===== config.mk =====
export PLATFORM = sky130hd
export DESIGN_NAME = morse_tone_period_decoder
export DESIGN_NICKNAME = d
export VERILOG_FILES = /design/src/design/mtpd_pkg.sv /design/src/design/morse_tone_period_decoder.sv /design/src/design/mtpd_timing.sv /design/src/design/mtpd_symbol_decoder.sv
export SDC_FILE = /design/constraint.sdc
export NUM_CORES = 1
export LEC_CHECK = 0
export CAP_MARGIN = 20
export CORE_MARGIN = 3
export CORE_UTILIZATION = 60
export CTS_BUF_LIST = sky130_fd_sc_hd__clkbuf_2 sky130_fd_sc_hd__clkbuf_4 sky130_fd_sc_hd__clkbuf_8
export CTS_CLUSTER_DIAMETER = 120
export DETAILED_ROUTE_END_ITERATION = 12
export DONT_BUFFER_PORTS = 1
export PLACE_DENSITY = 0.89
export REMOVE_ABC_BUFFERS = 1
export SLEW_MARGIN = 25
export SYNTH_ARGS = -nofsm -noshare
export SYNTH_HDL_FRONTEND = slang
export SYNTH_HIERARCHICAL = 1
export SYNTH_SLANG_ARGS = --single-unit

===== constraint.sdc =====
create_clock -name aclk -period 4.3 [get_ports aclk]
set_input_delay 0.215 -clock aclk [delete_from_list [all_inputs] [get_ports aclk]]
set_output_delay 0.215 -clock aclk [all_outputs]
set_load 0.01 [all_outputs]

===== src/design/mtpd_pkg.sv =====
// Shared types, constants and the letter table of the Morse tone-period decoder.
package mtpd_pkg;

    localparam int WINDOW_BITS        = 8;
    localparam int SYMBOLS_PER_LETTER = 5;
    localparam int SYM_COUNT_W        = $clog2(SYMBOLS_PER_LETTER + 1);

    localparam int COUNT_W  = 8;
    localparam int THR_W    = 8;
    localparam int SPP_W    = 6;
    localparam int CHAR_W   = 7;
    localparam int OFFSET_W = 10;
    localparam int MAG_W    = 12;
    localparam int CFG_INDEX_W = 8;
    localparam int CFG_DATA_W  = 8;

    localparam int S_TDATA_W = 24;
    localparam int M_TDATA_W = 24;
    localparam int M_TUSER_W = 1;

    localparam logic [COUNT_W-1:0] TONE_COUNT_LIMIT = 8'd30;
    localparam logic [COUNT_W-1:0] JITTER_FLOOR     = 8'd12;
    localparam logic [THR_W-1:0]   THRESHOLD_RESET  = 8'd20;
    localparam logic [SPP_W-1:0]   SPP_RESET        = 6'd32;

    localparam logic [CHAR_W-1:0] CHAR_UNKNOWN = 7'h40;
    localparam logic [CHAR_W-1:0] CHAR_SPACE   = 7'h20;
    localparam logic [CHAR_W-1:0] CHAR_NONE    = 7'h00;

    localparam logic [2:0] SKIP_DOT      = 3'd1;
    localparam logic [2:0] SKIP_SOFT_DOT = 3'd2;
    localparam logic [2:0] SKIP_DASH     = 3'd3;
    localparam logic [2:0] SKIP_LETTER   = 3'd2;
    localparam logic [2:0] SKIP_WORD     = 3'd6;

    localparam logic [CFG_INDEX_W-1:0] REG_PRESENCE_THRESHOLD = 8'd0;
    localparam logic [CFG_INDEX_W-1:0] REG_SAMPLES_PER_PERIOD = 8'd1;

    typedef enum logic [1:0] {
        SYM_EMPTY = 2'd0,
        SYM_DOT   = 2'd1,
        SYM_DASH  = 2'd2
    } sym_t;

    typedef logic [2*SYMBOLS_PER_LETTER-1:0] letter_key_t;

    // Per-period tone and timing information handed to the symbol decoder.
    typedef struct packed {
        logic                       tone_bit;
        logic                       top_heavy;
        logic signed [OFFSET_W-1:0] offset;
    } timing_t;

    typedef struct packed {
        logic              char_valid;
        logic [CHAR_W-1:0] char_code;
    } char_out_t;

    // The first symbol of the letter sits in the top two bits of the key.
    function automatic logic [CHAR_W-1:0] decode_letter(input letter_key_t key);
        logic [7:0] ch;
        unique case (key)
            10'b01_10_00_00_00: ch = "A";
            10'b10_01_01_01_00: ch = "B";
            10'b10_01_10_01_00: ch = "C";
            10'b10_01_01_00_00: ch = "D";
            10'b01_00_00_00_00: ch = "E";
            10'b01_01_10_01_00: ch = "F";
            10'b10_10_01_00_00: ch = "G";
            10'b01_01_01_01_00: ch = "H";
            10'b01_01_00_00_00: ch = "I";
            10'b01_10_10_10_00: ch = "J";
            10'b10_01_10_00_00: ch = "K";
            10'b01_10_01_01_00: ch = "L";
            10'b10_10_00_00_00: ch = "M";
            10'b10_01_00_00_00: ch = "N";
            10'b10_10_10_00_00: ch = "O";
            10'b01_10_10_01_00: ch = "P";
            10'b10_10_01_10_00: ch = "Q";
            10'b01_10_01_00_00: ch = "R";
            10'b01_01_01_00_00: ch = "S";
            10'b10_00_00_00_00: ch = "T";
            10'b01_01_10_00_00: ch = "U";
            10'b01_01_01_10_00: ch = "V";
            10'b01_10_10_00_00: ch = "W";
            10'b10_01_01_10_00: ch = "X";
            10'b10_01_10_10_00: ch = "Y";
            10'b10_10_01_01_00: ch = "Z";
            10'b01_10_10_10_10: ch = "1";
            10'b01_01_10_10_10: ch = "2";
            10'b01_01_01_10_10: ch = "3";
            10'b01_01_01_01_10: ch = "4";
            10'b01_01_01_01_01: ch = "5";
            10'b10_01_01_01_01: ch = "6";
            10'b10_10_01_01_01: ch = "7";
            10'b10_10_10_01_01: ch = "8";
            10'b10_10_10_10_01: ch = "9";
            10'b10_10_10_10_10: ch = "0";
            10'b01_10_01_01_01: ch = "&";
            default:            ch = {1'b0, CHAR_UNKNOWN};
        endcase
        return ch[CHAR_W-1:0];
    endfunction

endpackage


===== src/design/morse_tone_period_decoder.sv =====
// Morse tone-period decoder: the top level with its input, result and register stages.
//
// One item is one dot period's tone-match counts; every item gives exactly one result
// item carrying an optional character (letter, digit, '&', '@' for an unknown letter,
// or a space at a word gap) and the timing-correction offset for the next period.
// The block takes one item per clock cycle while s_tready is high. An accepted item
// is caught in the input register; the tone compare, the pattern table and the letter
// lookup, which are combinational, load the result register from it once that register
// is free. While a result waits, the input register takes one more item and then
// s_tready stays low until the result is taken. Registers: index 0 is presence_threshold
// (reset 20), index 1 is samples_per_period (reset 32); other indexes are ignored.
// Write them only while idle.
module morse_tone_period_decoder (
    input  logic                                aclk,
    input  logic                                aresetn,
    input  logic                                s_tvalid,
    output logic                                s_tready,
    // [7:0] match_count, [15:8] first_half_count, [23:16] second_half_count
    input  logic [mtpd_pkg::S_TDATA_W-1:0]      s_tdata,
    output logic                                m_tvalid,
    input  logic                                m_tready,
    // [6:0] char_code, [16:7] period_offset, [23:17] zero
    output logic [mtpd_pkg::M_TDATA_W-1:0]      m_tdata,
    // [0] char_valid
    output logic [mtpd_pkg::M_TUSER_W-1:0]      m_tuser,
    input  logic                                cfg_valid,
    output logic                                cfg_ready,
    input  logic [mtpd_pkg::CFG_INDEX_W-1:0]    cfg_index,
    input  logic [mtpd_pkg::CFG_DATA_W-1:0]     cfg_data
);

    logic                              in_valid_reg;
    logic [mtpd_pkg::COUNT_W-1:0]      in_count_reg;
    logic [mtpd_pkg::COUNT_W-1:0]      in_first_reg;
    logic [mtpd_pkg::COUNT_W-1:0]      in_second_reg;
    logic                              out_valid_reg;
    logic                              out_char_valid_reg;
    logic [mtpd_pkg::CHAR_W-1:0]       out_code_reg;
    logic signed [mtpd_pkg::OFFSET_W-1:0] out_offset_reg;
    logic [mtpd_pkg::THR_W-1:0]        threshold_reg;
    logic [mtpd_pkg::SPP_W-1:0]        spp_reg;

    logic                 out_free;
    logic                 step;
    mtpd_pkg::timing_t    timing;
    mtpd_pkg::char_out_t  char_out;

    assign out_free  = !out_valid_reg || m_tready;
    assign step      = in_valid_reg && out_free;
    assign s_tready  = !in_valid_reg || out_free;
    assign cfg_ready = 1'b1;

    mtpd_timing u_timing (
        .match_count        (in_count_reg),
        .first_half_count   (in_first_reg),
        .second_half_count  (in_second_reg),
        .presence_threshold (threshold_reg),
        .samples_per_period (spp_reg),
        .timing             (timing)
    );

    mtpd_symbol_decoder u_decoder (
        .aclk     (aclk),
        .aresetn  (aresetn),
        .step     (step),
        .timing   (timing),
        .char_out (char_out)
    );

    always_ff @(posedge aclk) begin
        if (!aresetn) begin
            in_valid_reg  <= 1'b0;
            out_valid_reg <= 1'b0;
            threshold_reg <= mtpd_pkg::THRESHOLD_RESET;
            spp_reg       <= mtpd_pkg::SPP_RESET;
        end else begin
            if (s_tready) begin
                in_valid_reg <= s_tvalid;
            end
            if (out_free) begin
                out_valid_reg <= in_valid_reg;
            end
            if (cfg_valid && cfg_ready) begin
                if (cfg_index == mtpd_pkg::REG_PRESENCE_THRESHOLD) begin
                    threshold_reg <= cfg_data[mtpd_pkg::THR_W-1:0];
                end else if (cfg_index == mtpd_pkg::REG_SAMPLES_PER_PERIOD) begin
                    spp_reg <= cfg_data[mtpd_pkg::SPP_W-1:0];
                end
            end
        end
    end

    always_ff @(posedge aclk) begin
        if (s_tvalid && s_tready) begin
            in_count_reg  <= s_tdata[7:0];
            in_first_reg  <= s_tdata[15:8];
            in_second_reg <= s_tdata[23:16];
        end
        if (step) begin
            out_char_valid_reg <= char_out.char_valid;
            out_code_reg       <= char_out.char_code;
            out_offset_reg     <= timing.offset;
        end
    end

    assign m_tvalid = out_valid_reg;
    assign m_tdata  = {7'd0, out_offset_reg, out_code_reg};
    assign m_tuser  = out_char_valid_reg;

endmodule


===== src/design/mtpd_timing.sv =====
// Tone detection and timing-correction offset for one dot period.
module mtpd_timing (
    input  logic [mtpd_pkg::COUNT_W-1:0] match_count,
    input  logic [mtpd_pkg::COUNT_W-1:0] first_half_count,
    input  logic [mtpd_pkg::COUNT_W-1:0] second_half_count,
    input  logic [mtpd_pkg::THR_W-1:0]   presence_threshold,
    input  logic [mtpd_pkg::SPP_W-1:0]   samples_per_period,
    output mtpd_pkg::timing_t            timing
);

    logic                        above_thr;
    logic                        late_tone;
    logic                        weak_tone;
    logic                        lead_first;
    logic [mtpd_pkg::MAG_W-1:0]  base;
    logic [mtpd_pkg::MAG_W-1:0]  mag;
    logic [mtpd_pkg::MAG_W-1:0]  signed_mag;

    always_comb begin
        above_thr  = match_count > presence_threshold;
        late_tone  = above_thr && (match_count < mtpd_pkg::TONE_COUNT_LIMIT);
        weak_tone  = !above_thr && (match_count > mtpd_pkg::JITTER_FLOOR);
        lead_first = first_half_count > second_half_count;

        // Short tone: correct by the missing frames; weak tone: by the frames seen.
        if (late_tone) begin
            base = {{(mtpd_pkg::MAG_W - mtpd_pkg::SPP_W){1'b0}}, samples_per_period}
                 - {{(mtpd_pkg::MAG_W - mtpd_pkg::COUNT_W){1'b0}}, match_count};
        end else begin
            base = {{(mtpd_pkg::MAG_W - mtpd_pkg::COUNT_W){1'b0}}, match_count};
        end
        // Times six as two shifted adds; the result wraps to the field width.
        mag        = (base << 2) + (base << 1);
        signed_mag = lead_first ? mag : (~mag + 1'b1);

        timing.tone_bit = above_thr;
        if (late_tone || weak_tone) begin
            timing.top_heavy = lead_first;
            timing.offset    = signed'(signed_mag[mtpd_pkg::OFFSET_W-1:0]);
        end else begin
            timing.top_heavy = 1'b0;
            timing.offset    = '0;
        end
    end

endmodule


===== src/design/mtpd_symbol_decoder.sv =====
// Look-ahead window, pattern table, letter assembly and gap detection.
module mtpd_symbol_decoder (
    input  logic                 aclk,
    input  logic                 aresetn,
    input  logic                 step,
    input  mtpd_pkg::timing_t    timing,
    output mtpd_pkg::char_out_t  char_out
);

    localparam int WB = mtpd_pkg::WINDOW_BITS;
    localparam int NS = mtpd_pkg::SYMBOLS_PER_LETTER;
    localparam int CW = mtpd_pkg::SYM_COUNT_W;

    logic [WB-1:0]       tone_window_reg, tone_window_next;
    logic                prev_bit_reg, prev_bit_next;
    logic                prev_prev_bit_reg, prev_prev_bit_next;
    logic [2:0]          skip_left_reg, skip_left_next;
    mtpd_pkg::sym_t      symbol_store_reg [NS];
    mtpd_pkg::sym_t      symbol_store_next [NS];
    logic [CW-1:0]       symbol_count_reg, symbol_count_next;
    logic                message_started_reg, message_started_next;
    logic                last_was_space_reg, last_was_space_next;
    logic                top_heavy_reg;

    logic [WB-1:0]           w;
    logic                    p1, p2, empty;
    logic                    add_en;
    mtpd_pkg::sym_t          add_sym;
    logic [2:0]              add_skip;
    mtpd_pkg::letter_key_t   key;

    always_comb begin
        tone_window_next   = {timing.tone_bit, tone_window_reg[WB-1:1]};
        prev_bit_next      = tone_window_reg[0];
        prev_prev_bit_next = prev_bit_reg;
        w  = tone_window_next;
        p1 = prev_bit_next;
        p2 = prev_prev_bit_next;

        empty = 1'b1;
        for (int i = 0; i < NS; i++) begin
            if (symbol_store_reg[i] != mtpd_pkg::SYM_EMPTY) begin
                empty = 1'b0;
            end
            key[2*(NS-1-i) +: 2] = symbol_store_reg[i];
        end

        skip_left_next       = skip_left_reg;
        symbol_store_next    = symbol_store_reg;
        symbol_count_next    = symbol_count_reg;
        message_started_next = message_started_reg;
        last_was_space_next  = last_was_space_reg;
        char_out.char_valid  = 1'b0;
        char_out.char_code   = mtpd_pkg::CHAR_NONE;
        add_en   = 1'b0;
        add_sym  = mtpd_pkg::SYM_DOT;
        add_skip = mtpd_pkg::SKIP_DOT;

        // Bit i of the window is look-ahead position i; the table is in priority order.
        if (skip_left_reg != 3'd0) begin
            skip_left_next = skip_left_reg - 3'd1;
        end else if (w[0] && !w[1]) begin
            add_en = 1'b1;
        end else if (w[0] && w[1] && w[2] && !w[3]) begin
            add_en = 1'b1; add_sym = mtpd_pkg::SYM_DASH; add_skip = mtpd_pkg::SKIP_DASH;
        end else if (!w[0] && !w[1] && !empty) begin
            char_out.char_valid  = 1'b1;
            char_out.char_code   = mtpd_pkg::decode_letter(key);
            skip_left_next       = mtpd_pkg::SKIP_LETTER;
            symbol_count_next    = '0;
            for (int i = 0; i < NS; i++) begin
                symbol_store_next[i] = mtpd_pkg::SYM_EMPTY;
            end
            message_started_next = 1'b1;
            last_was_space_next  = 1'b0;
        end else if (!p1 && (w[5:0] == 6'b000000) && message_started_reg) begin
            // A repeated word gap is absorbed here without a second space.
            if (!last_was_space_reg) begin
                char_out.char_valid = 1'b1;
                char_out.char_code  = mtpd_pkg::CHAR_SPACE;
                skip_left_next      = mtpd_pkg::SKIP_WORD;
                symbol_count_next   = '0;
                last_was_space_next = 1'b1;
            end
        end else if (!p1 && !w[0] && w[1] && w[2] && !w[3] && top_heavy_reg) begin
            add_en = 1'b1; add_sym = mtpd_pkg::SYM_DASH; add_skip = mtpd_pkg::SKIP_DASH;
        end else if (!p1 && w[0] && w[1] && !w[2] && !w[3]) begin
            add_en = 1'b1; add_sym = mtpd_pkg::SYM_DASH; add_skip = mtpd_pkg::SKIP_DASH;
        end else if (p1 && (w[4:0] == 5'b11111)) begin
            add_en = 1'b1; add_sym = mtpd_pkg::SYM_DASH; add_skip = mtpd_pkg::SKIP_DASH;
        end else if (p2 && !p1 && !w[0] && !w[1] && w[2] && !empty) begin
            add_en = 1'b1;
        end else if (p2 && !p1 && !w[0] && w[1] && !w[2] && !empty) begin
            add_en = 1'b1;
        end else if (!p1 && (w[4:0] == 5'b11111)) begin
            add_en = 1'b1;
        end else if (!p1 && w[0] && w[1] && !w[2] && w[3] && !top_heavy_reg) begin
            add_en = 1'b1; add_skip = mtpd_pkg::SKIP_SOFT_DOT;
        end else if (w[0] && w[1] && w[2] && w[3] && !w[4]) begin
            add_en = 1'b0;
        end else if (p1 && w[0] && w[1] && w[2] && !w[3]) begin
            add_en = 1'b0;
        end else if (p1 && w[0] && !w[1] && w[2] && w[3]) begin
            add_en = 1'b1; add_sym = mtpd_pkg::SYM_DASH; add_skip = mtpd_pkg::SKIP_DASH;
        end

        // A sixth symbol is dropped, but its skip count still applies.
        if (add_en) begin
            if (symbol_count_reg < CW'(NS)) begin
                symbol_store_next[symbol_count_reg] = add_sym;
                symbol_count_next = symbol_count_reg + 1'b1;
            end
            skip_left_next = add_skip;
        end
    end

    always_ff @(posedge aclk) begin
        if (!aresetn) begin
            tone_window_reg     <= '0;
            prev_bit_reg        <= 1'b0;
            prev_prev_bit_reg   <= 1'b0;
            skip_left_reg       <= '0;
            symbol_count_reg    <= '0;
            message_started_reg <= 1'b0;
            last_was_space_reg  <= 1'b0;
            top_heavy_reg       <= 1'b0;
            for (int i = 0; i < NS; i++) begin
                symbol_store_reg[i] <= mtpd_pkg::SYM_EMPTY;
            end
        end else if (step) begin
            tone_window_reg     <= tone_window_next;
            prev_bit_reg        <= prev_bit_next;
            prev_prev_bit_reg   <= prev_prev_bit_next;
            skip_left_reg       <= skip_left_next;
            symbol_count_reg    <= symbol_count_next;
            message_started_reg <= message_started_next;
            last_was_space_reg  <= last_was_space_next;
            top_heavy_reg       <= timing.top_heavy;
            symbol_store_reg    <= symbol_store_next;
        end
    end

endmodule


### After elaboration in Yosys (flattened, before gate mapping)

Cells that the tools add are included.

* add/sub/neg operators: 5
* $mul: 0
* divide/modulo/power cells: 0
* $lt $le $gt $ge: 7
* equality and inequality tests: 42
* shift-type cells: 0
* mux-type cells: 83
* bitwise operators: 6
* reductions and logical operators: 73

Operators by type and width (count)
* $pmux 7 s37: 1
* $eq 10x9->1 const B: 19
* $eq 10x10->1 const B: 18
* $mux 3: 29
* $mux 10: 7
* $logic_and 1x1->1: 43
* $mux 2: 17
* $mux 8: 3
* $mux 1: 22
* $gt 8x8->1: 2
* $reduce_and 5->1: 3
* $reduce_bool 2->1: 6
* $logic_not 1->1: 11
* $mux 11: 1
* $add 10x1->10 const B: 1
* $add 10x10->10: 1
* $bwmux 10: 1
* $not 10->10: 1
* $mux 9: 1
* $sub 6x8->9: 1
* $eq 8x1->1 const B: 1
* $gt 8x4->1 const B: 1
* $logic_not 8->1: 1
* $lt 8x5->1 const B: 1
* 18 further kinds: 24

* bits in registers: 86
* bits in latches: 0
* bits in writable memories: 0
* bits in read-only memories: 0
* output and inout bits: 28
* logic and storage cells: 238
* memories: 0

### Longest topological paths before layout

Gate-level depths: netlist (run 1).

* word-level depth: 22
* gate-level depth with buffers: 19
* mapped depth without buffers: 18

### Hierarchy

The synthesis (run 1) kept the hierarchy.

By module, submodules not included
* mtpd_symbol_decoder: instances 1, cells each 335, area an instance 2438.6 um2
* morse_tone_period_decoder: instances 1, cells each 124, area an instance 2005.7 um2
* mtpd_timing: instances 1, cells each 205, area an instance 1426.4 um2

### Worst setup path before layout (run 1)

Ideal clock, no wire load.

* path type: reg-to-reg
* start point: register in_count_reg[5] in the netlist's numbering
* end point: register out_offset_reg[9] in the netlist's numbering, data pin
* arrival: 3784 ps
* setup slack: 256 ps
* cell stages (with the launch flop): 19
* buffers on the path: 1
* path through: edfxtp_1 > ha_1 > a211o_1 > a21oi_2 > nand3_1 > nand2_1 > buf_2 > nor2_1 > a21oi_1 > inv_1 > ha_1 > fa_1 > a211oi_2 > nor2_1 > xor2_1 > or3_4 > o31ai_4 > nor2_1 > mux2_4

* word-level cells in the longest chain between the ends: 7

RTL lines
* from (decl): line morse_tone_period_decoder.sv:33 `logic [mtpd_pkg::COUNT_W-1:0] in_count_reg;`
* from (signal assigned): line morse_tone_period_decoder.sv:95 `in_count_reg <= s_tdata[7:0];`
* $gt 8x8->1 / $lt 8x5->1 (equally long branches): line mtpd_timing.sv:20, mtpd_timing.sv:21
* $logic_and 1x1->1: line mtpd_timing.sv:21 `late_tone = above_thr && (match_count < mtpd_pkg::TONE_COUNT_LIMIT);`
* $mux 9: line mtpd_timing.sv:26 `if (late_tone) begin`
* $add 10x10->10: line mtpd_timing.sv:33 `mag = (base << 2) + (base << 1);`
* $not 10->10: line mtpd_timing.sv:34 `signed_mag = lead_first ? mag : (~mag + 1'b1);`
* $add 10x1->10: line mtpd_timing.sv:34
* $mux 10: line mtpd_timing.sv:34
* to (signal assigned): line morse_tone_period_decoder.sv:102 `out_offset_reg <= timing.offset;`
* to (decl): line morse_tone_period_decoder.sv:39 `logic signed [mtpd_pkg::OFFSET_W-1:0] out_offset_reg;`

Several ways; a longest one is shown, not always the timed one.
A chain may end at the register's enable or synchronous reset.

### Final worst setup path (run 1)

Ends and elaborated chain as after synthesis.

==> flow_metrics.env, run 1 <==
export IMPL_outcome="finished clean"
export IMPL_criticalPathCategory="reg -> reg"
export IMPL_die_h_um=105
export IMPL_vias_per_cell=6.42
export IMPL_hold_viol=0
export IMPL_layout_min_cycle_time_ps=4170
export IMPL_antenna_found_initial=0
export IMPL_postPlaceCellArea_sq_um=5900
export IMPL_avgSynthCellArea_sq_um=8.84
export IMPL_htreeDepth=3
export IMPL_maxCapViolCount=0
export IMPL_fin_nets=759
export IMPL_clockBufferDepth=2
export IMPL_fmax_mhz=240
export IMPL_die_w_um=105
export IMPL_crit_chain="ha_1, a211o_1, a21oi_4, a21oi_4, nand2_4, mux2_2, ha_2, fa_2, a211oi_4, nor2_2, xor2_1, or3_4, o31ai_4, nor2_1, mux2_4"
export IMPL_track_usage_pct=26.3
export IMPL_drtAntennaViolNets=0
export IMPL_yosysUniqueCellTypes=89
export IMPL_hold_class="in -> reg"
export IMPL_tritoncts="built"
export IMPL_path_clk_slew_ps=110
export IMPL_grt_max_degree=34
export IMPL_synth_area_sq_um=5870
export IMPL_synth_area_leaders="edfxtp_1 21%, dfxtp_1 15%, ha_1 7.0%"
export IMPL_fin_skew_ps=15.5
export IMPL_seq_area_sq_um=2140
export IMPL_p_per_area_nw_per_um2=274
export IMPL_slew_headroom_pct=32.0
export IMPL_fp_coreArea_sq_um=9370
export IMPL_clock_sinks=86
export IMPL_cp_arrival_ps=4290
export IMPL_io_pins=73
export IMPL_portBuffers=0
export IMPL_report_final_setup_viol=0
export IMPL_gr_total_overflow=0
export IMPL_insertedDiodeCount=0
export IMPL_required_ps=4420
export IMPL_reg2reg_depth=15
export IMPL_grt_pass1_vias=5021
export IMPL_rsz0062_at_grt="false"
export IMPL_die_area_sq_um=11000
export IMPL_yosysSeqAreaShare_pct=36.5
export IMPL_gp_congestion=0.945
export IMPL_grt_pass1_wl_mm=23.7
export IMPL_n_fill_cell=715
export IMPL_cts_root_buf="clkbuf_8"
export IMPL_async_flop_share_pct=0
export IMPL_cp_slowest_cell="edfxtp_1"
export IMPL_grtUsageMet3_pct=6.05
export IMPL_cp_common_cell="a21oi_4"
export IMPL_synthTopCellsByCount="61 x nand2_1, 56 x nor2_1, 44 x dfxtp_1"
export IMPL_rows=35
export IMPL_grt_use_met1_pct=32.8
export IMPL_dpl_hpwl_mm=10.2
export IMPL_stdcell_area_sq_um=6500
export IMPL_grt_busiest_layer="met2"
export IMPL_avgRoutedWirePerCell_um=18.0
export IMPL_cp_start_kind="flip-flop"
export IMPL_initial_core_util_pct=62.6
export IMPL_yosys_cell_count_top_type="nand2_1"
export IMPL_drive_gt1_share_pct=8.77
export IMPL_cts_made_buffers=9
export IMPL_area_delta_synth_final_pct=10.8
export IMPL_worstSetupEndpointType="flip-flop"
export IMPL_syn_inst=664
export IMPL_yosys_most_used_dff="dfxtp_1"
export IMPL_crit_path_max_incr_delay_ps=440
export IMPL_tightest_slew_ps=1010
export IMPL_p_leak_uw=0.00247
export IMPL_dr_pass1_iters=5
export IMPL_yosys_area_top_type="edfxtp_1"
export IMPL_vias=5220
export IMPL_synth_top_area_share_pct=21.5
export IMPL_min_delay_path_depth=2
export IMPL_clk_latency_ps=370
export IMPL_timing_final_crit_share_pct=97.0
export IMPL_drt_total_wl_mm=14.6
export IMPL_synth_ff_latch_count=86
export IMPL_drv_slew=0
export IMPL_critPathMaxFanout=5
export IMPL_peakVddDrop_v=0.000251
export IMPL_drt_iter0_drc=449
export IMPL_drc=0
export IMPL_synth_edf_count=42
export IMPL_yosysWarningCount=6
export IMPL_fin_util_pct=69.4
export IMPL_met2_usage_pct=44.4
export IMPL_multi_input_area_sq_um=3440
-- where the power goes --
group          internal, uW  switching, uW
Combinational           126            162
Sequential              891           19.5
Clock                   235            350
-- per-layer routing --
metal	wire (um)	vias up
met3	1230	34
met2	7270	292
met4	261	0
met1	5890	2441
met5	0	-
li1	-	2453
-- timing repair --
action | CTS | global route
hold buffers | 30 | 0
resized for setup | 3 | 9
setup buffers | 0 | 4
pin swaps | 2 | 5
setup endpoints to repair | 1 | 2
hold endpoints to repair | 43 | 0
-- path summary, 6_finish.rpt --
path,slack [ps],to,startpoint
hold reg to reg,470,threshold_reg[6]$_SDFFE_PN0P_,threshold_reg[6]$_SDFFE_PN0P_
hold / removal,20,threshold_reg[1]$_SDFFE_PN0P_,cfg_data[1]
setup reg to reg,130,out_offset_reg[9]$_DFFE_PP_,in_count_reg[5]$_DFFE_PP_
setup / recovery,130,out_offset_reg[9]$_DFFE_PP_,in_count_reg[5]$_DFFE_PP_
-- cell families (layout without fill, tap and decap cells) --
kind of cell | after synthesis | in the layout | share of synthesized area, %
adders and majority gates | 35 | 35 | 7.72
and+or+nand+nor | 246 | 246 | 22.6
DFF | 86 | 86 | 36.5
AOI/OAI and AO/OA | 168 | 168 | 19.8
buffers and inverters | 85 | 99 | 6.35
muxes | 28 | 28 | 4.92
xor gates and xnor gates | 13 | 13 | 1.94
other | 3 | 9 | 0.192
-- placed cells by master, fill, tap and decap left out, types with 9 or more instances in the layout --
master / count
nand2b_1: 12
xnor2_1: 9
nand3_1: 17
o21ai_0: 21
mux2i_1: 24
edfxtp_1: 42
conb_1: 9
a31oi_1: 13
a21oi_1: 40
nor2b_1: 18
nor2_1: 55
inv_1: 39
nor3_1: 15
dfxtp_1: 44
o21ai_1: 9
dlygate4sd3_1: 30
ha_1: 32
nand2_1: 60
buf_4: 12
clkbuf_8: 9
-- final cells by class --
class	instances	share of cell area (%)
Sequential cell	86	32.9
Clock buffer	9	1.90
Timing Repair Buffer	42	6.00
Multi-Input combinational cell	499	53.0
Tap cell	129	2.48
Clock inverter	7	1.33
Inverter	41	2.37
-- metrics by stage --
stage	TNS, ps	power (uW)	hold WS [ps]	setup WS (ps)	cells
after global placement	0	1160	303	167	763
final	0	1780	16.0	130	813
after detailed placement	-5.71	1170	309	-5.71	763
after CTS	0	1770	3.99	7.10	809
after floorplan	0	1110	291	141	626
after global routing	0	1850	2.94	0.584	813
-- critical path, delay by kind of cell (launching register included) --
kind | cells | cell delay (ps)
adders and majority gates | 3 | 940
xor gates and xnor gates | 1 | 170
AOI/OAI and AO/OA | 5 | 1070
muxes | 2 | 610
and+or+nand+nor | 4 | 680
DFF | 1 | 440
No activity file was read; power rests on OpenSTA's default activity.
==> run 2, diff against run 1 <==
--- a/config.mk
+++ b/config.mk
@@ -7,12 +7,11 @@
 export LEC_CHECK = 0
 export CAP_MARGIN = 20
 export CORE_MARGIN = 3
-export CORE_UTILIZATION = 60
-export CTS_BUF_LIST = sky130_fd_sc_hd__clkbuf_2 sky130_fd_sc_hd__clkbuf_4 sky130_fd_sc_hd__clkbuf_8
+export CORE_UTILIZATION = 58
 export CTS_CLUSTER_DIAMETER = 120
 export DETAILED_ROUTE_END_ITERATION = 12
 export DONT_BUFFER_PORTS = 1
-export PLACE_DENSITY = 0.89
+export PLACE_DENSITY = 0.86
 export REMOVE_ABC_BUFFERS = 1
 export SLEW_MARGIN = 25
 export SYNTH_ARGS = -nofsm -noshare
==> run 2 against run 1 <==
Net effect:
- non-clock buffer count increased by 6
- register-to-register slack worse by 40 ps
- clock power is 7.9% lower
- critical path depth did not move
- setup slack worse by 40 ps
- worst hold slack got worse by 3.9 ps
- critical path type unchanged
- largest power group unchanged
==> flow_metrics.env, run 2 (synthesized netlist as in run 1, its figures left out) <==
export IMPL_gr_total_overflow=0
export IMPL_tritoncts="built"
export IMPL_vias=5307
export IMPL_worstSetupStartpoint="in_count_reg[4]$_DFFE_PP_"
export IMPL_stdcell_area_sq_um=6520
export IMPL_clk_latency_ps=360
export IMPL_fmax_mhz=238
export IMPL_reg2reg_depth=15
export IMPL_cp_arrival_ps=4340
export IMPL_htreeDepth=3
export IMPL_worstSetupEndpointType="flip-flop"
export IMPL_dpl_hpwl_mm=10.1
export IMPL_drive_gt1_share_pct=9.28
export IMPL_cp_endpoint="out_offset_reg[9]$_DFFE_PP_"
export IMPL_hold_class="in -> reg"
export IMPL_p_switching_uw=507
export IMPL_dp_cells=766
export IMPL_clock_sinks=86
export IMPL_slew_headroom_pct=38.1
export IMPL_regToRegStartpoint="in_count_reg[4]$_DFFE_PP_"
export IMPL_fin_nets=765
export IMPL_hold_viol=0
export IMPL_avgRoutedWirePerCell_um=18.6
export IMPL_portBuffers=0
export IMPL_drv_slew=0
export IMPL_pre_cts_ws_ps=54.6
export IMPL_dr_pass1_iters=6
export IMPL_cts_made_buffers=9
export IMPL_switching_share_pct=29.0
export IMPL_final_cells=823
export IMPL_drt_total_wl_mm=15.3
export IMPL_final_cell_mix="60 x nand2_1, 55 x nor2_1, 44 x dfxtp_1"
export IMPL_track_usage_pct=26.2
export IMPL_die_h_um=107
export IMPL_clkPwrFrac_pct=30.8
export IMPL_area_delta_synth_final_pct=11.1
export IMPL_path_clk_slew_ps=100
export IMPL_layout_min_cycle_time_ps=4210
export IMPL_reg2reg_slack_ps=90
export IMPL_final_common_cell="nand2_1"
export IMPL_cts_root_buf="clkbuf_8"
export IMPL_vias_per_cell=6.45
export IMPL_drt_iter0_drc=427
export IMPL_grt_pass1_wl_mm=24.2
export IMPL_p_int_uw=1240
export IMPL_p_per_area_nw_per_um2=268
export IMPL_rows=36
export IMPL_report_final_setup_viol=0
export IMPL_required_ps=4430
export IMPL_critPathMaxFanout=5
export IMPL_power_frac_seq_pct=52.1
export IMPL_peakVddDrop_v=0.000249
export IMPL_tightest_slew_ps=905
export IMPL_rr_endpoint="out_offset_reg[9]$_DFFE_PP_"
export IMPL_antenna_found_initial=0
export IMPL_clockBufferDepth=2
export IMPL_combPwrFrac_pct=17.0
export IMPL_p_leak_uw=0.00248
export IMPL_grt_pass1_vias=5016
export IMPL_drtAntennaViolNets=0
export IMPL_postPlaceCellArea_sq_um=5900
export IMPL_cp_start_kind="flip-flop"
export IMPL_insertedDiodeCount=0
export IMPL_die_w_um=107
export IMPL_die_area_sq_um=11400
export IMPL_fin_skew_ps=15.0
export IMPL_power_total_uw=1750
export IMPL_io_pins=73
export IMPL_fp_coreArea_sq_um=9820
export IMPL_gp_congestion=0.981
export IMPL_n_fill_cell=766
export IMPL_criticalPathCategory="reg -> reg"
export IMPL_drc=0
export IMPL_outcome="finished clean"
export IMPL_timing_final_crit_share_pct=97.9
export IMPL_grt_max_degree=33
export IMPL_maxCapViolCount=0
export IMPL_initial_core_util_pct=59.8
export IMPL_setup_ws_ps=89.6
==> run 2: cell types whose count changed in the layout (fill, tap and decap cells not counted) <==
cell / change
and2_1: +1
clkinvlp_4: +1
clkinv_8: -3
clkinv_4: +1
inv_6: +1
buf_6: +1
buf_4: +5
inv_8: -1
and2_2: -1
clkbuf_1: +1
==> run 2: layout make-up <==
class,count,area (sq um),share of cell area [%]
clock buffer,10,128,1.96
clock inverter,6,51.3,0.786
inverter,41,154,2.36
multi-input combinational,499,3440,52.8
sequential,86,2140,32.8
tap,133,166,2.55
timing repair buffer,48,439,6.73
==> run 2: worst min path at each step <==
stage	cells past startpoint	slack, ps	endpoint	startpoint
after global placement	1	300	threshold_reg[2]$_SDFFE_PN1P_	aresetn
after CTS	2	1	in_valid_reg$_SDFFE_PN0P_	s_tvalid
after global routing	2	9	spp_reg[4]$_SDFFE_PN0P_	cfg_data[4]
after floorplan	1	290	spp_reg[5]$_SDFFE_PN1P_	aresetn
after detailed placement	1	310	spp_reg[5]$_SDFFE_PN1P_	aresetn
final	2	10	spp_reg[1]$_SDFFE_PN0P_	cfg_data[1]
==> run 2: repair_timing <==
action / CTS / global route
endpoints found under the setup margin: 0 / 2
hold buffers: 30 / 0
hold endpoints to repair: 40 / 0
setup buffers: 0 / 10
resized for setup: 0 / 12
==> run 2: worst max-delay path, cell delays in order (launching register included) <==
cell and delay, ps:
edfxtp_1 470, ha_1 250, a211o_1 330, a21oi_4 270
a21oi_4 120, nand2_4 120, mux2_2 350, ha_2 200
fa_2 390, a211oi_4 300, nor2_2 90, xor2_1 170
or3_4 420, o31ai_4 190, nor2_1 60, mux2_4 250
==> run 2: through the flow <==
stage                     utilization, %  hold slack, ps  setup TNS, ps
final                               66.4            12.0              0
after global routing                66.4            9.49          -56.9
after CTS                           65.0            1.14              0
after detailed placement            60.1             308              0
after global placement              60.1             304              0
after floorplan                        -             291              0
==> run 2: power groups by stage <==
| stage | Combinational [uW] | Clock, uW | Sequential (uW) |
|---|---|---|---|
| 6_report | 298 | 539 | 911 |
| 5_1_grt | 324 | 581 | 914 |
| 4_1_cts | 265 | 541 | 911 |
| 3_5_place_dp | 238 | 0 | 930 |
| 3_3_place_gp | 229 | 0 | 929 |
| 2_1_floorplan | 188 | 0 | 925 |
==> run 2: layer usage <==
metal	track usage (%)	part of all wire (%)	up-vias
li1	-	-	2465
met1	33.3	42	2555
met2	44.9	49	247
met3	4.15	6.5	40
met4	9.50	2.3	0
met5	0	0	-
